$ cat src/sv/base64_stream_codec_macros.svh
// ----------------------------------------------------------------------------
// base64_stream_codec_macros
// Assertion helpers used by the codec top level, base64_stream_codec.
// ----------------------------------------------------------------------------
`ifndef BASE64_STREAM_CODEC_MACROS_SVH
`define BASE64_STREAM_CODEC_MACROS_SVH

// Same-cycle implication, sampled on clk, quiet during reset.
`define B64_ASSERT_NOW(label, ante, cons) \
    label: assert property (@(posedge clk) disable iff (!rst_n) (ante) |-> (cons)) \
        else $error("codec check failed");

// Next-cycle implication, sampled on clk, quiet during reset.
`define B64_ASSERT_NEXT(label, ante, cons) \
    label: assert property (@(posedge clk) disable iff (!rst_n) (ante) |=> (cons)) \
        else $error("codec check failed");

`endif

$ cat src/sv/b64_pkg.sv
// ----------------------------------------------------------------------------
// b64_pkg
// Shared types, character codes and alphabet functions for the codec.
// ----------------------------------------------------------------------------
package b64_pkg;

    localparam logic MODE_ENCODE = 1'b0;
    localparam logic MODE_DECODE = 1'b1;

    localparam logic [7:0] CHAR_UPPER_A = 8'h41;
    localparam logic [7:0] CHAR_UPPER_Z = 8'h5A;
    localparam logic [7:0] CHAR_LOWER_A = 8'h61;
    localparam logic [7:0] CHAR_LOWER_Z = 8'h7A;
    localparam logic [7:0] CHAR_DIGIT_0 = 8'h30;
    localparam logic [7:0] CHAR_DIGIT_9 = 8'h39;
    localparam logic [7:0] CHAR_PLUS    = 8'h2B;
    localparam logic [7:0] CHAR_SLASH   = 8'h2F;
    localparam logic [7:0] CHAR_PAD     = 8'h3D;

    localparam logic [5:0] SEXTET_PLUS  = 6'd62;
    localparam logic [5:0] SEXTET_SLASH = 6'd63;

    // Up to four bytes from one input item, entry 0 goes out first
    typedef struct packed {
        logic [3:0][7:0] bytes;
        logic [2:0]      count;
        logic            msg_end;
    } b64_result_t;

    // Six-bit value to alphabet character
    function automatic logic [7:0] b64_char(input logic [5:0] v);
        logic [7:0] w;
        logic [7:0] c;
        w = {2'b00, v};
        if (v < 6'd26)
            c = CHAR_UPPER_A + w;
        else if (v < 6'd52)
            c = CHAR_LOWER_A + w - 8'd26;
        else if (v < SEXTET_PLUS)
            c = CHAR_DIGIT_0 + w - 8'd52;
        else if (v == SEXTET_PLUS)
            c = CHAR_PLUS;
        else
            c = CHAR_SLASH;
        return c;
    endfunction

    // Character to six-bit value; bit 6 flags anything outside the alphabet
    function automatic logic [6:0] b64_sextet(input logic [7:0] c);
        logic [6:0] s;
        if (c >= CHAR_UPPER_A && c <= CHAR_UPPER_Z)
            s = {1'b0, 6'(c - CHAR_UPPER_A)};
        else if (c >= CHAR_LOWER_A && c <= CHAR_LOWER_Z)
            s = {1'b0, 6'(c - CHAR_LOWER_A + 8'd26)};
        else if (c >= CHAR_DIGIT_0 && c <= CHAR_DIGIT_9)
            s = {1'b0, 6'(c - CHAR_DIGIT_0 + 8'd52)};
        else if (c == CHAR_PLUS)
            s = {1'b0, SEXTET_PLUS};
        else if (c == CHAR_SLASH)
            s = {1'b0, SEXTET_SLASH};
        else
            s = 7'h40;
        return s;
    endfunction

endpackage

$ cat src/sv/b64_group.sv
// ----------------------------------------------------------------------------
// b64_group
// Mode register, pending group state and per-item result generation.
// ----------------------------------------------------------------------------
module b64_group
    import b64_pkg::*;
(
    input  logic        clk,
    input  logic        rst_n,
    input  logic        cfg_we,
    input  logic        cfg_mode,
    input  logic        step,
    input  logic [7:0]  in_byte,
    input  logic        has_data,
    input  logic        msg_end,
    output b64_result_t res
);

    logic        mode_reg;
    logic [23:0] bits_reg,    bits_next;
    logic [1:0]  count_reg,   count_next;
    logic        stopped_reg, stopped_next;

    logic [23:0] gb;
    logic [6:0]  sx;

    always_comb
    begin
        gb           = bits_reg;
        count_next   = count_reg;
        stopped_next = stopped_reg;
        sx           = b64_sextet(in_byte);
        res.bytes    = '0;
        res.count    = 3'd0;
        res.msg_end  = msg_end;

        if (mode_reg == MODE_ENCODE)
        begin
            if (has_data)
            begin
                case (count_reg)
                    2'd0:    gb[23:16] = in_byte;
                    2'd1:    gb[15:8]  = in_byte;
                    2'd2:    gb[7:0]   = in_byte;
                    default: gb = bits_reg;
                endcase
                if (count_reg == 2'd2)
                begin
                    res.bytes[0] = b64_char(gb[23:18]);
                    res.bytes[1] = b64_char(gb[17:12]);
                    res.bytes[2] = b64_char(gb[11:6]);
                    res.bytes[3] = b64_char(gb[5:0]);
                    res.count    = 3'd4;
                    gb           = '0;
                    count_next   = 2'd0;
                end
                else
                begin
                    count_next = count_reg + 2'd1;
                end
            end
            // flush a partial group with padding
            if (msg_end && count_next != 2'd0)
            begin
                res.bytes[0] = b64_char(gb[23:18]);
                res.bytes[1] = b64_char(gb[17:12]);
                res.bytes[2] = (count_next == 2'd2) ? b64_char(gb[11:6]) : CHAR_PAD;
                res.bytes[3] = CHAR_PAD;
                res.count    = 3'd4;
            end
        end
        else
        begin
            if (has_data && !stopped_reg)
            begin
                if (sx[6])
                begin
                    stopped_next = 1'b1;
                end
                else
                begin
                    case (count_reg)
                        2'd0:    gb[23:18] = sx[5:0];
                        2'd1:    gb[17:12] = sx[5:0];
                        2'd2:    gb[11:6]  = sx[5:0];
                        default: gb[5:0]   = sx[5:0];
                    endcase
                    if (count_reg == 2'd3)
                    begin
                        res.bytes[0] = gb[23:16];
                        res.bytes[1] = gb[15:8];
                        res.bytes[2] = gb[7:0];
                        res.count    = 3'd3;
                        gb           = '0;
                        count_next   = 2'd0;
                    end
                    else
                    begin
                        count_next = count_reg + 2'd1;
                    end
                end
            end
            // partial group of i characters gives i-1 bytes
            if (msg_end && count_next > 2'd1)
            begin
                res.bytes[0] = gb[23:16];
                res.bytes[1] = gb[15:8];
                res.count    = {1'b0, count_next} - 3'd1;
            end
        end

        bits_next = gb;
        if (msg_end)
        begin
            bits_next    = '0;
            count_next   = 2'd0;
            stopped_next = 1'b0;
        end
    end

    always_ff @(posedge clk or negedge rst_n)
    begin
        if (!rst_n)
        begin
            mode_reg    <= MODE_ENCODE;
            bits_reg    <= '0;
            count_reg   <= 2'd0;
            stopped_reg <= 1'b0;
        end
        else if (cfg_we)
        begin
            mode_reg    <= cfg_mode;
            bits_reg    <= '0;
            count_reg   <= 2'd0;
            stopped_reg <= 1'b0;
        end
        else if (step)
        begin
            bits_reg    <= bits_next;
            count_reg   <= count_next;
            stopped_reg <= stopped_next;
        end
    end

endmodule

$ cat src/sv/b64_emit.sv
// ----------------------------------------------------------------------------
// b64_emit
// Result register: holds one item's results and shifts them out in order.
// ----------------------------------------------------------------------------
module b64_emit
    import b64_pkg::*;
(
    input  logic        clk,
    input  logic        rst_n,
    input  logic        load,
    input  b64_result_t res,
    output logic        space,
    output logic        out_valid,
    input  logic        out_ready,
    output logic [7:0]  out_byte,
    output logic        run_last,
    output logic        message_last
);

    logic [3:0][7:0] bytes_reg, bytes_next;
    logic [2:0]      left_reg,  left_next;
    logic            end_reg,   end_next;
    logic            take;

    assign out_valid    = (left_reg != 3'd0);
    assign out_byte     = bytes_reg[0];
    assign run_last     = (left_reg == 3'd1);
    assign message_last = run_last && end_reg;
    assign take         = out_valid && out_ready;
    // free now, or the last result leaves this cycle
    assign space        = (left_reg == 3'd0) || (run_last && out_ready);

    always_comb
    begin
        bytes_next = bytes_reg;
        left_next  = left_reg;
        end_next   = end_reg;
        if (take)
        begin
            bytes_next = {8'h00, bytes_reg[3:1]};
            left_next  = left_reg - 3'd1;
        end
        if (load)
        begin
            bytes_next = res.bytes;
            left_next  = res.count;
            end_next   = res.msg_end;
        end
    end

    always_ff @(posedge clk or negedge rst_n)
    begin
        if (!rst_n)
        begin
            left_reg <= 3'd0;
        end
        else
        begin
            left_reg <= left_next;
        end
    end

    always_ff @(posedge clk)
    begin
        bytes_reg <= bytes_next;
        end_reg   <= end_next;
    end

endmodule

$ cat src/sv/base64_stream_codec.sv
// ----------------------------------------------------------------------------
// base64_stream_codec - streaming base64 encoder/decoder, one mode register
// Latency: an item's first result is valid the cycle after it is accepted.
// Throughput: one item per cycle when it gives no result and none is waiting;
// else one per result while out_ready is high, 1 to 4 results per item.
// Reset: rst_n async low; encode mode, group empty, result register empty.
// ----------------------------------------------------------------------------
`include "base64_stream_codec_macros.svh"

module base64_stream_codec
    import b64_pkg::*;
(
    input  logic       clk,
    input  logic       rst_n,
    // configuration: decode_mode
    input  logic       cfg_valid,
    output logic       cfg_ready,
    input  logic       cfg_data,
    // input items
    input  logic       in_valid,
    output logic       in_ready,
    input  logic [7:0] in_byte,
    input  logic       has_data,
    input  logic       msg_end,
    // result items
    output logic       out_valid,
    input  logic       out_ready,
    output logic [7:0] out_byte,
    output logic       run_last,
    output logic       message_last
);

    b64_result_t res;
    logic        space;
    logic        in_take;
    logic        cfg_we;

    // Writes must arrive only while idle, which the block does not enforce; the
    // port is always open. A write empties the pending group and holds off input.
    assign cfg_ready = 1'b1;
    assign cfg_we    = cfg_valid && cfg_ready;

    // With no mode write, an item is taken when the result register is empty or
    // its last result leaves this cycle; the group state updates on the same edge.
    assign in_ready = space && !cfg_we;
    assign in_take  = in_valid && in_ready;

    b64_group u_group (
        .clk      (clk),
        .rst_n    (rst_n),
        .cfg_we   (cfg_we),
        .cfg_mode (cfg_data),
        .step     (in_take),
        .in_byte  (in_byte),
        .has_data (has_data),
        .msg_end  (msg_end),
        .res      (res)
    );

    // Items with no result (partial groups, bare markers) skip the load.
    b64_emit u_emit (
        .clk          (clk),
        .rst_n        (rst_n),
        .load         (in_take && (res.count != 3'd0)),
        .res          (res),
        .space        (space),
        .out_valid    (out_valid),
        .out_ready    (out_ready),
        .out_byte     (out_byte),
        .run_last     (run_last),
        .message_last (message_last)
    );

    // A new item must never overwrite results still waiting
    `B64_ASSERT_NOW(a_no_overwrite, in_valid && in_ready, !out_valid || (run_last && out_ready))
    // Taking a non-final result leaves the rest of the run pending
    `B64_ASSERT_NEXT(a_run_continues, out_valid && out_ready && !run_last, out_valid)
    // Message end only flags the last result of a run
    `B64_ASSERT_NOW(a_msg_last_in_run, out_valid && message_last, run_last)

endmodule

$ cat config.mk
export PLATFORM = sky130hd
export DESIGN_NAME = base64_stream_codec
export DESIGN_NICKNAME = d
export VERILOG_FILES = /design/src/sv/b64_pkg.sv /design/src/sv/b64_group.sv /design/src/sv/b64_emit.sv /design/src/sv/base64_stream_codec.sv
export VERILOG_INCLUDE_DIRS = /design/src /design/src/sv
export SDC_FILE = /design/constraint.sdc
export NUM_CORES = 1
export LEC_CHECK = 0
export ABC_CLOCK_PERIOD_IN_PS = 8050
export BUFFER_PORTS_ARGS = -buffer_cell sky130_fd_sc_hd__buf_4
export CAP_MARGIN = 10
export CORE_MARGIN = 2
export CORE_UTILIZATION = 30
export DETAILED_ROUTE_END_ITERATION = 10
export HOLD_SLACK_MARGIN = 0.06
export PLACE_DENSITY = 0.45
export SLEW_MARGIN = 25
export SYNTH_ARGS = -nofsm -noshare
export SYNTH_HDL_FRONTEND = slang
export SYNTH_SLANG_ARGS = --single-unit
$ cat constraint.sdc
create_clock -name clk -period 8.05 [get_ports clk]
set_input_delay 1.61 -clock clk [delete_from_list [all_inputs] [get_ports clk]]
set_output_delay 1.61 -clock clk [all_outputs]
set_load 0.01 [all_outputs]
==> results.json <==
{
  "status": "completed",
  "cts_max_path_buffers": 2,
  "synth-edff-count": 33,
  "synth-adder-area-share": 0.1191,
  "synthXorXnorAreaFrac": 0.03138,
  "tns_ns": 0,
  "critical_path_class": "input pin to flop",
  "cts_resized": 0,
  "worstPathArrival_ns": 6.41,
  "die_w_um": 176.5,
  "whs_ns": 0.5227,
  "yosys.area_share.simple": 0.2068,
  "die-area_sq_um": 31170,
  "maxSlewViolCount": 0,
  "period_needed_ns": 6.308,
  "vias": 8871,
  "routed_via_density": 5.701,
  "path_cells": "buf_4 > inv_1 > ha_1 > nor2b_1 > o21ai_1 > a21oi_2 > a21o_1 > or3_1 > o21ai_0 > ha_1 > nand2b_1 > nor2_1 > nor2_1 > a211oi_1 > a21oi_1 > nor3_4 > nor2_2 > inv_2 > o21ai_1 > o22a_1",
  "syn_to_final_growth_pct": 8.490,
  "antennaDiodeCount": 0,
  "grt_pass1_wl_um": 51480,
  "min-delay-start": "u_group.bits_reg[12]",
  "p_leak_nw": 3.713,
  "grt_pass1_vias": 8558,
  "power.density_nw_per_um2": 139.6,
  "yosys_warnings": 0,
  "worst_pin_slew_ns": 1.103,
  "critical_path.top_delay_family": "compound AO/OA/AOI/OAI gates",
  "gp_congestion": 0.9098,
  "setup_violations": 0,
  "grt_max_degree": 56,
  "drtIter0Drc": 821,
  "cts-root-buf": "clkbuf_16",
  "synth_seq_area_share": 0.1978,
  "slowest_stage": "a21o_1",
  "crit_fanout": 40,
  "stdcell_count": 1556,
  "nFillCells": 3212,
  "critical_path_buf_inv_count": 3,
  "synth.distinct_cells": 90,
  "worst_ir_drop_vdd_v": 0.00009685,
  "max_slew_margin": 0.2456,
  "cts_hold_buf": 0,
  "clkTransAtPathRegs_ns": 0.06,
  "synth_compound_area_frac": 0.3197,
  "syn_nets": 1281,
  "crit_path_start_kind": "input pin",
  "synth_top_family_by_area": "compound AO/OA/AOI/OAI gates",
  "start_util": 0.3029,
  "drive_gt1_frac": 0.1003,
  "rsz0062_at_grt": "no",
  "route.detailed.drc": 0,
  "synthCells": 1180,
  "chipHeight_um": 176.5,
  "hold_class": "flop to flop",
  "synthMuxAreaShare": 0.04665,
  "ant_nets": 0,
  "dp.cells": 1540,
  "clock_skew_ns": 0.004915,
  "hold_viol": 0,
  "io_buffers": 27,
  "worstSetupStartpoint": "in_byte[2]",
  "fmax_mhz": 158.5,
  "drt_wl_total_um": 33630,
  "synthFlopType": "edfxtp_1",
  "period_share": 0.7835,
  "cts_inserted_buffers": 9,
  "maxCapViolations": 0,
  "grt_antenna_before_repair": 0,
  "clock-sinks": 64,
  "routedWlPerCell_um": 21.61,
  "cts_tree": "done",
  "async_flop_share": 0.4844,
  "cts-htree-levels": 3,
  "fp-row-count": 63,
  "grt_usage": 0.2159,
  "synth-seq-cells": 64,
  "ios": 29,
  "critPathMaxStageDelay_ns": 0.67,
  "place_ws_ns": 1.429,
  "postCtsSetupRepairBufs": 0,
  "worst_r2r_startpoint": "u_group.count_reg[0]",
  "core-area_sq_um": 29480,
  "syn_area_per_cell_sq_um": 7.569,
  "insertion_delay_ns": 0.34,
  "nets": 1262,
  "synthesis.area_sq_um": 8931,
  "hpwl_um": 25440,
  "endpoint_kind": "flop",
  "required_ns": 8.15,
  "dr.pass1.iters": 5,
  "gr-total-overflow": 0,
  "layout_setup_ws_ns": 1.742
}
## cell usage after synthesis, types with 24 or more instances
| cell type | count | area, sq um |
|---|---|---|
| o21ai_0 | 109 | 545.5 |
| nand2_1 | 103 | 386.6 |
| a21oi_1 | 97 | 485.5 |
| nor2_1 | 96 | 360.4 |
| ha_1 | 85 | 1064 |
| inv_1 | 81 | 304.0 |
| nand3_1 | 42 | 210.2 |
| clkbuf_1 | 35 | 131.4 |
| edfxtp_1 | 33 | 991.0 |
| nand2b_1 | 33 | 206.5 |
| dfrtp_1 | 31 | 775.7 |
| buf_2 | 24 | 120.1 |
## power by group
group | leakage [nW] | switching [W] | internal, W | total, W
Clock | 0.140 | 0.000156 | 0.000238 | 0.000394
Sequential | 0.747 | 0.0000289 | 0.000417 | 0.000445
Combinational | 2.83 | 0.000328 | 0.000185 | 0.000512
## layout by cell type (no fill, tap or decap), types with 7 or more instances in the layout
cell	n
a221oi_1	13
mux2_2	17
a211oi_1	12
xor2_1	9
nand4b_1	7
nand3_1	42
dfrtp_1	30
xnor2_1	23
edfxtp_1	33
o221a_2	7
mux2i_1	20
o22ai_1	10
a31oi_1	22
clkbuf_16	9
ha_1	84
o21ai_0	109
nor2_1	96
o31ai_1	10
nor2b_1	22
nand2_1	103
buf_4	47
a21o_1	11
o21ai_1	9
nor3_1	15
o21a_1	7
nand2b_1	33
a21oi_1	97
inv_1	81
o211ai_1	13
a22oi_1	7
## cell families (layout without fill, tap and decap cells)
| group | after synthesis | count (layout) |
|---|---|---|
| mux | 39 | 39 |
| simple gates | 372 | 372 |
| xor+xnor | 32 | 32 |
| fa+ha+maj | 85 | 85 |
| buf+inv | 161 | 147 |
| other cells | 1 | 1 |
| compound gates | 426 | 426 |
| flops | 64 | 64 |
## metrics by stage
stage	total power, W	utilization	instance area, sq um
after floorplan	0.0008045	-	8931
after global placement	0.0009617	0.3189	9400
after detailed placement	0.0009628	0.3189	9400
after CTS	0.001358	0.3287	9689
after global routing	0.001432	0.3287	9689
final	0.001352	0.3287	9689
## path summary, 6_finish.rpt
path	slack (ns)	cells after the start	endpoint
max	1.74	20	u_emit.out_byte[6]
min	0.52	2	u_group.bits_reg[12]
max reg2reg	2.84	14	u_emit.out_byte[4]
min reg2reg	0.52	2	u_group.bits_reg[12]
max in group asynchronous	6.46	1	u_group.mode_reg
min in group asynchronous	1.22	1	u_group.bits_reg[22]
## routing by layer
layer / vias up / global-route usage / part of all wire
li1: 4321 / - / -
met1: 4244 / 0.2722 / 0.43
met2: 238 / 0.3626 / 0.47
met3: 68 / 0.02369 / 0.041
met4: 0 / 0.1129 / 0.051
met5: - / 0 / 0
## layout make-up
cell class,count,area [sq um],area share
tap,390,488.0,0.05036
timing repair buffer,47,352.8,0.03642
inverter,84,315.3,0.03254
sequential,64,1768,0.1825
multi-input combinational,955,6476,0.6684
clock inverter,6,60.06,0.006198
clock buffer,10,229.0,0.02363
## tightest hold or removal path, cell delays in order (launching register included)
cell	delay, ns
dfrtp_1	0.37
nand2_1	0.05
o21ai_0	0.06
No activity file was read; power rests on OpenSTA's default activity.
